<file path="src/gppp_mulsh.sv">
module gppp_mulsh #(
    parameter int AW = 40,
    parameter int BW = 16,
    parameter int SH = 12
) (
    input  logic                     i_clk,
    input  logic                     i_en,
    input  logic signed [AW-1:0]     i_a,
    input  logic signed [BW-1:0]     i_b,
    output logic signed [AW+BW-SH:0] o_p
);

    localparam int LW = 32;
    localparam int HW = AW - LW;
    localparam int PW = AW + BW;
    localparam int QW = PW - SH;
    localparam int RW = QW + 1;

    logic [AW-1:0]    r_am;
    logic [BW-1:0]    r_bm;
    logic             r_neg_a;
    logic [LW+BW-1:0] r_plo;
    logic [HW+BW-1:0] r_phi;
    logic             r_neg_b;
    logic [PW-1:0]    w_sum;
    logic [QW-1:0]    r_q;
    logic             r_neg_c;
    logic [RW-1:0]    w_qx;
    logic signed [RW-1:0] r_p;

    assign w_sum = {r_phi, {LW{1'b0}}} + PW'(r_plo);
    assign w_qx  = {1'b0, r_q};
    assign o_p   = r_p;

    always_ff @(posedge i_clk) begin
        if (i_en) begin
            r_am    <= i_a[AW-1] ? -i_a : i_a;
            r_bm    <= i_b[BW-1] ? -i_b : i_b;
            r_neg_a <= i_a[AW-1] ^ i_b[BW-1];
            r_plo   <= r_am[LW-1:0] * r_bm;
            r_phi   <= r_am[AW-1:LW] * r_bm;
            r_neg_b <= r_neg_a;
            r_q     <= w_sum[PW-1:SH];
            r_neg_c <= r_neg_b;
            r_p     <= r_neg_c ? -$signed(w_qx) : $signed(w_qx);
        end
    end

endmodule

</file>
<file path="config.mk">
export PLATFORM = sky130hd
export DESIGN_NAME = gppp_mulsh
export DESIGN_NICKNAME = d
export VERILOG_FILES = /design/src/gppp_mulsh.sv
export SDC_FILE = /design/constraint.sdc
export NUM_CORES = 2
export LEC_CHECK = 0
export ABC_CLOCK_PERIOD_IN_PS = 6200
export BUFFER_PORTS_ARGS = -buffer_cell sky130_fd_sc_hd__buf_4
export CAP_MARGIN = 20
export CORE_AREA = 8 8 286 288
export CTS_CLUSTER_SIZE = 16
export DETAILED_ROUTE_END_ITERATION = 8
export DIE_AREA = 0 0 294 296
export MAX_ROUTING_LAYER = met4
export PLACE_DENSITY_LB_ADDON = 0.05
export RECOVER_POWER = 25
export SKIP_LAST_GASP = 1
export SLEW_MARGIN = 20
export SYNTH_ARGS = -nofsm -noshare
export SYNTH_HDL_FRONTEND = slang
export SYNTH_SLANG_ARGS = --single-unit
</file>
<file path="constraint.sdc">
create_clock -name i_clk -period 6.2 [get_ports i_clk]
set_input_delay 0.31 -clock i_clk [delete_from_list [all_inputs] [get_ports i_clk]]
set_output_delay 0.31 -clock i_clk [all_outputs]
set_load 0.005 [all_outputs]
</file>
==> impl_metrics.tcl <==
set metrics [dict create \
    outcome "complete, but fails checks" \
    violations "capacitance limit, slew limit, setup timing" \
    htreeDepth 1 \
    crit_buf_inv 6 \
    yosysWarningCount 0 \
    max_freq_mhz 155 \
    synthFlopType "edfxtp_1" \
    cts_root_buffer "clkbuf_16" \
    netlist_instances 2812 \
    yosysTopAreaCell "fa_1" \
    min_path_type "in2reg" \
    grt_pass1_wl_mm 116 \
    clk_latency_ns 0.58 \
    synth_top_area_share_pct 35.5 \
    tightest_slew_ns 4.55 \
    wl_per_cell_um 17.2 \
    ys_seq_area_share_pct 22.1 \
    final_common_cell "inv_1" \
    cts_buffers 27 \
    drt-total-wl_mm 71.5 \
    rsz0062_at_grt "yes" \
    grt_max_degree 83 \
    arrival_ns 6.76 \
    avgSynthCellArea_sq_um 10.1 \
    n_fill_cell 7423 \
    vias 19600 \
    hold_viol 0 \
    initial_core_util_pct 36.8 \
    layout.cells.non_filler 4164 \
    path_delay_family "adder cells" \
    syn_area_sq_mm 0.0283 \
    coreArea_sq_mm 0.0770 \
    fin_crit_ns 6.44 \
    skew_ns 0.0216 \
    synth_edf_count 208 \
    relSlewSlack_pct -203 \
    final_max_slew_viol_count 125 \
    end_kind "flip-flop" \
    port_buffers 102 \
    drv_cap 2 \
    row_count 102 \
    clock-sinks 208 \
    period_share_pct 104 \
    cp.required_ns 6.53 \
    drt_iter0_drc 872 \
    cts_tree "done" \
    critPathMaxFanout 7 \
    synth_nets 3552 \
    nets 3843 \
    grt_pass1_vias 21300 \
    clockBufferDepth 3 \
    synth_area_leaders "fa_1 36%, edfxtp_1 22%, ha_1 8.0%, inv_1 7.2%, and2_1 5.9%" \
    track_usage_pct 17.2 \
    crit_top_cell "fa_1" \
    place_inst 4078 \
    area_growth_pct 18.5 \
    multi_input_area_sq_mm 0.0198 \
    ys_seq_elements 208 \
    synth_cell_types 57 \
    hold_slack_ns 0.0493 \
    setup_ws_ns -0.237 \
    clkTransAtPathRegs_ns 0.06 \
    place_hpwl_mm 60.4 \
    synthArstFlopShare_pct 0 \
    place_congestion 0.816 \
    max_stage_delay_ns 0.55 \
    die_y_um 296 \
    layout_common_cells "545 x inv_1, 499 x fa_1, 434 x nand2_1" \
    io_pins 103 \
    cpMaxStageDelayCell "fa_1" \
    drc 0 \
    antenna_found_initial 1 \
    setup_viol_count_final 10 \
    layout-drive-gt1-share_pct 14.6 \
    antennaDiodeCount 0 \
    first_pass_iters 5 \
    ant_nets 0 \
    seq_area_sq_mm 0.00625 \
    via_per_inst 4.71 \
    die_area_sq_mm 0.0870 \
    crit_chain "buf_4, and2_1, fa_1, inv_1, fa_1, fa_1, inv_1, fa_1, fa_1, inv_1, fa_1, inv_1, ha_1, a21oi_1, o21ai_2, nor2_2, o2bb2ai_2, a21oi_4, buf_4, a21bo_2, a31o_4, a211o_1, a21oi_2, xnor2_1" \
    crit_type "reg2reg" \
    grt_overflow_total 0 \
    worstSetupStartpointType "flip-flop" \
    fp.dieW_um 294 \
]
==> logic make-up after synthesis <==
logic type                 after synthesis  synth area share [%]
AOI/OAI and AO/OA                      241                  5.52
xor gates and xnor gates               171                  5.29
adders and majority gates              682                  43.5
buffers and inverters                  664                  8.83
DFF                                    208                  22.1
and+or+nand+nor                        846                  14.8
==> worst paths after layout <==
kind	to	slack (ns)	startpoint	cells after the start
worst max-delay path	r_plo[42]	-0.24	r_am[18]	24
worst min-delay path	r_am[12]	0.05	i_a[12]	2
worst max register to register	r_plo[42]	-0.24	r_am[18]	24
worst min register to register	r_q[5]	0.42	r_plo[17]	0
==> registers in the layout, indices dropped and copies added, names as in the netlist <==
| register | cells |
|---|---|
| o_p | 45 |
| r_q | 44 |
| r_am | 40 |
| r_plo | 36 |
| r_phi | 24 |
| r_bm | 16 |
| r_neg_a | 1 |
| r_neg_b | 1 |
| r_neg_c | 1 |
==> layout make-up <==
| class | count | share of cell area (%) |
|---|---|---|
| inverters | 545 | 6.10 |
| well taps | 1040 | 3.88 |
| clock inverters | 21 | 0.705 |
| flip-flops and latches | 208 | 18.6 |
| clock buffers | 29 | 2.04 |
| repair buffers | 381 | 9.56 |
| multi-input cells | 1940 | 59.1 |
==> metal layers <==
| layer | part of all wire, % | global-route usage [%] | vias up |
|---|---|---|---|
| li1 | - | - | 9249 |
| met2 | 44 | 26.3 | 378 |
| met5 | 0 | - | - |
| met4 | 1.6 | 2.57 | 0 |
| met3 | 5.3 | 2.98 | 72 |
| met1 | 49 | 24.3 | 9907 |
==> worst reg2reg max path: cells and delay by family (launching register included) <==
kind,cells,cell delay [ns]
AOI/OAI and AO/OA,8,1.44
xor gates and xnor gates,1,0.07
adders and majority gates,7,3.36
buffers and inverters,6,0.56
DFF,1,0.45
and+or+nand+nor,2,0.30
==> through the flow <==
step                area [sq um]  setup slack, ns  util (%)  setup TNS [ns]
CTS                        33400           -0.281      43.4           -1.92
global placement           32000           -0.481      41.6           -3.43
global route               33500           -0.459      43.6           -5.07
finish                     33500           -0.237      43.6           -1.38
floorplan                  28400          0.00344         -               0
detailed placement         32000           -0.561      41.6           -3.99
==> timing repair <==
item,CTS,global route
endpoints found under the setup margin,15,25
gates cloned,0,0
hold buffers,26,0
endpoints found under the hold margin,27,0
setup buffers,9,1
pin swaps,12,13
gates resized for setup,20,31
==> Yosys cell counts (7+ instances only) <==
cell      number
or4_1          9
and2_1       269
xor2_1        36
o21ai_0       59
a21o_1        28
ha_1         180
a21oi_1       64
nor2b_1        7
nor2_1        31
nand2_1      435
inv_1        545
nor3_1        11
nand4_1       11
nand2b_1      13
or3_1         12
fa_1         502
o31ai_1       30
o21a_1         8
edfxtp_1     208
xnor2_1      135
o41ai_1        9
clkbuf_1     118
nand3_1       14
Power is left out: the tool's default activity adds up to more than one toggle a clock period on the data nets, which glitch-free logic cannot reach.
