File: src/gppp_pkg.sv
package gppp_pkg;

    localparam int unsigned MAX_GRID_DIM_DEF = 1024;

    localparam int COL_W      = 10;
    localparam int HGT_W      = 16;
    localparam int COMP_W     = 16;
    localparam int VEC_W      = 3 * COMP_W;
    localparam int WORD_W     = 32;
    localparam int CFG_IDX_W  = 8;
    localparam int CFG_DATA_W = 64;
    localparam int OUT_W      = 32;

    localparam logic [WORD_W-1:0]     INV_N2_RST     = 32'h0001_0000;
    localparam logic [CFG_DATA_W-1:0] INV_SCALES_RST = 64'h0001_0001_0001_0000;

    localparam logic signed [OUT_W-1:0] OUT_MAX = 32'sh7FFF_FFFF;
    localparam logic signed [OUT_W-1:0] OUT_MIN = 32'sh8000_0000;

    typedef enum logic [CFG_IDX_W-1:0] {
        REG_NORMAL     = 8'd0,
        REG_ORIGIN     = 8'd1,
        REG_P_AXIS     = 8'd2,
        REG_Q_AXIS     = 8'd3,
        REG_OFFSET     = 8'd4,
        REG_INV_N2     = 8'd5,
        REG_INV_SCALES = 8'd6,
        REG_CENTER     = 8'd7
    } t_reg_idx;

    typedef struct packed {
        logic [VEC_W-1:0]      normal;
        logic [VEC_W-1:0]      origin;
        logic [VEC_W-1:0]      p_axis;
        logic [VEC_W-1:0]      q_axis;
        logic [WORD_W-1:0]     offset;
        logic [WORD_W-1:0]     inv_n2;
        logic [CFG_DATA_W-1:0] inv_scales;
        logic [WORD_W-1:0]     center;
    } t_cfg;

    function automatic logic signed [COMP_W-1:0] comp(input logic [VEC_W-1:0] v,
                                                      input int k);
        return $signed(v[COMP_W*k +: COMP_W]);
    endfunction

endpackage

File: src/gppp_cfg.sv
module gppp_cfg (
    input  logic                              i_clk,
    input  logic                              i_rst_n,
    input  logic                              i_cfg_valid,
    output logic                              o_cfg_ready,
    input  logic [gppp_pkg::CFG_IDX_W-1:0]    i_cfg_index,
    input  logic [gppp_pkg::CFG_DATA_W-1:0]   i_cfg_data,
    output gppp_pkg::t_cfg                    o_cfg
);

    gppp_pkg::t_cfg r_cfg;

    assign o_cfg_ready = 1'b1;
    assign o_cfg       = r_cfg;

    always_ff @(posedge i_clk) begin
        if (!i_rst_n) begin
            r_cfg.normal     <= '0;
            r_cfg.origin     <= '0;
            r_cfg.p_axis     <= '0;
            r_cfg.q_axis     <= '0;
            r_cfg.offset     <= '0;
            r_cfg.inv_n2     <= gppp_pkg::INV_N2_RST;
            r_cfg.inv_scales <= gppp_pkg::INV_SCALES_RST;
            r_cfg.center     <= '0;
        end else if (i_cfg_valid) begin
            unique case (i_cfg_index)
                gppp_pkg::REG_NORMAL: r_cfg.normal <= i_cfg_data[gppp_pkg::VEC_W-1:0];
                gppp_pkg::REG_ORIGIN: r_cfg.origin <= i_cfg_data[gppp_pkg::VEC_W-1:0];
                gppp_pkg::REG_P_AXIS: r_cfg.p_axis <= i_cfg_data[gppp_pkg::VEC_W-1:0];
                gppp_pkg::REG_Q_AXIS: r_cfg.q_axis <= i_cfg_data[gppp_pkg::VEC_W-1:0];
                gppp_pkg::REG_OFFSET: r_cfg.offset <= i_cfg_data[gppp_pkg::WORD_W-1:0];
                gppp_pkg::REG_INV_N2: r_cfg.inv_n2 <= i_cfg_data[gppp_pkg::WORD_W-1:0];
                gppp_pkg::REG_INV_SCALES: r_cfg.inv_scales <= i_cfg_data;
                gppp_pkg::REG_CENTER: r_cfg.center <= i_cfg_data[gppp_pkg::WORD_W-1:0];
                default: begin
                end
            endcase
        end
    end

endmodule

File: config.mk
export PLATFORM = sky130hd
export DESIGN_NAME = gppp_cfg
export DESIGN_NICKNAME = d
export VERILOG_FILES = /design/src/gppp_pkg.sv /design/src/gppp_cfg.sv
export SDC_FILE = /design/constraint.sdc
export NUM_CORES = 1
export LEC_CHECK = 0
export BUFFER_PORTS_ARGS = -buffer_cell sky130_fd_sc_hd__buf_2
export CORE_MARGIN = 4
export CORE_UTILIZATION = 42
export CTS_BUF_LIST = sky130_fd_sc_hd__clkbuf_16
export CTS_CLUSTER_SIZE = 12
export DETAILED_ROUTE_END_ITERATION = 7
export PLACE_DENSITY = 0.68
export SLEW_MARGIN = 15
export SYNTH_ARGS = -nofsm -noshare
export SYNTH_HDL_FRONTEND = slang
export SYNTH_SLANG_ARGS = --single-unit
File: constraint.sdc
create_clock -name i_clk -period 2.36 [get_ports i_clk]
set_input_delay 0.354 -clock i_clk [delete_from_list [all_inputs] [get_ports i_clk]]
set_output_delay 0.354 -clock i_clk [all_outputs]
set_load 0.005 [all_outputs]
==> results.yml <==
clock_tree:
  clk_pin_slew_ps: 60
  post-cts-setup-buffers: 0
  cts_buffers: 38
  ctsRootBufferMaster: "clkbuf_16"
  cts.sinks: 352
  h-tree-depth: 2
  clock_latency_ps: 510
  cts_resized: 0
  cts_tree: "yes"
  ctsHoldBuffers: 0
  clock_path_buffers: 3
floorplanning:
  start_util: 0.428
  fp-row-count: 63
  coreArea_mm2: 0.0299
  dieArea_mm2: 0.0333
  die_height_um: 183
  pin_count: 428
  die_x_um: 183
global_routing:
  grt_pass1_vias: 9963
  grt_use_total: 0.217
  grt_pass1_wl_um: 58000
  antenna_found_initial: 4
  grt_overflow: 0
  grt_max_degree: 73
placement:
  portBuffers: 426
  post_dp_cell_area_mm2: 0.0154
  gp_congestion: 0.814
  dp_hpwl_um: 26700
finish:
  largest_reg_flops: 352
  fin_area_mm2: 0.0166
  areaGrowthSynthToFinish_pct: 30.0
  drive_gt1_frac: 0.308
  fill_cells: 2679
  fin_nets: 1710
logic_synthesis:
  synthTopCellsByArea: "dfxtp_1, mux2i_1, nand2_1"
  synthesis.area_mm2: 0.0128
  synth-async-reset-ratio: 0
  synth_top_area_frac: 0.551
  netlist-cell-type-count: 22
  synth_edf_count: 0
  seq_area_frac_synth: 0.551
  synth_common_cells: "nand2_1, dfxtp_1, mux2i_1"
  avgSynthCellArea_um2: 10.4
  synthFlopType: "dfxtp_1"
  synth_top_area_cell: "dfxtp_1"
  ys_warn_count: 0
  synthCells: 1228
  synthesis.nets: 1303
  synth_seq_cells: 352
  yosysMostFrequentCell: "nand2_1"
route:
  first_pass_iters: 5
  drtIter0Drc: 456
  routed_wl_um: 38400
  drt-wirelength-per-cell_um: 18.7
  antenna_left: 0
  vias: 10000
  drc: 0
  vias_per_cell: 4.89
pwr:
  ir_drop_uv: 470
  leakagePower_nw: 8.48
  power_density_mw_per_mm2: 724
timing:
  setup_viol: 0
  maxSlewViolCount: 0
  hold_violations: 0
  period_minus_slack_ps: 1750
  period_share: 0.741
  clock_skew_ps: 0
  tns_ps: 0
  max_freq_mhz: 572
  grt_setup_unrepaired: "false"
worst_setup_path:
  worst-path-max-fanout: 26
  critPathLaunchType: "input port"
  cp_data_required_time_ps: 2740
  crit_type: "input port to flip-flop"
  crit_arrival_ps: 2120
  critPathCaptureType: "flip-flop"
run:
  maxCapViolCount: 0
status:
  outcome: "completed"
worst_hold_path:
  hold_path_class: "input port to flip-flop"
-- layout make-up --
| class | instances | area, um2 | area share |
|---|---|---|---|
| Antenna cell | 4 | 10.0 | 0.000602 |
| Clock buffer | 41 | 1030 | 0.0617 |
| Clock inverter | 24 | 173 | 0.0104 |
| Inverter | 2 | 7.51 | 0.000452 |
| Multi-Input combinational cell | 785 | 5290 | 0.318 |
| Sequential cell | 352 | 7050 | 0.424 |
| Tap cell | 390 | 488 | 0.0294 |
| Timing Repair Buffer | 456 | 2580 | 0.155 |
-- critical path: stages --
cell     delay [ps]
buf_2           100
or4_4           670
or4_4           610
buf_12          210
mux2i_1         150
-- layer usage --
metal / GRT usage / share of wire
met5: 0 / 0
met4: 0.0715 / 0.030
met3: 0.0570 / 0.074
met2: 0.368 / 0.49
met1: 0.269 / 0.41
-- cells by family after synthesis --
family / Yosys count / share of synthesized area
compound gates: 4 / 0.00254
buf+inv: 91 / 0.0388
flops: 352 / 0.551
mux: 350 / 0.274
other cells: 1 / 0.000293
simple gates: 430 / 0.133
-- stage by stage --
stage	cells	hold WS, ps	total power, mW	utilization	setup slack, ps
2_1_floorplan	1228	451	6.29	-	308
3_3_place_gp	1985	439	6.47	0.516	116
3_5_place_dp	1985	444	6.47	0.516	96.0
4_1_cts	2050	65.4	12.2	0.556	644
5_1_grt	2054	74.7	12.5	0.556	537
6_report	2054	94.4	12.0	0.556	612
-- cells in the final DEF, fill, tap and decap left out --
| master | count |
|---|---|
| buf_2 | 425 |
| clkbuf_16 | 41 |
| nor2b_1 | 3 |
| nand2_1 | 412 |
| buf_12 | 17 |
| diode_2 | 4 |
| nor3_4 | 2 |
| nor4_4 | 3 |
| nand3b_1 | 1 |
| clkinvlp_4 | 1 |
| clkinv_1 | 7 |
| bufinv_16 | 3 |
| or2_2 | 1 |
| buf_8 | 1 |
| dfxtp_1 | 352 |
| inv_1 | 15 |
| buf_4 | 13 |
| or3_4 | 2 |
| mux2i_1 | 350 |
| or4_4 | 3 |
| nand2b_1 | 3 |
| conb_1 | 1 |
| o211ai_1 | 2 |
| o41ai_1 | 2 |
-- power by group --
group / leakage [nW] / switching [mW] / internal, mW
registers: 2.83 / 0.00378 / 5.95
logic: 5.01 / 0.276 / 0.109
clock network: 0.628 / 2.27 / 3.42
total: 8.48 / 2.55 / 9.48
-- path summary, 6_finish.rpt --
kind	start	endpoint	slack (ps)	depth (start not counted)
max	i_cfg_index[5]	o_cfg[67]	610	5
min	i_cfg_data[52]	o_cfg[84]	90	3
max reg2reg	o_cfg[39]	o_cfg[39]	1710	2
min reg2reg	o_cfg[251]	o_cfg[251]	450	2
No activity file was read; power rests on OpenSTA's default activity.
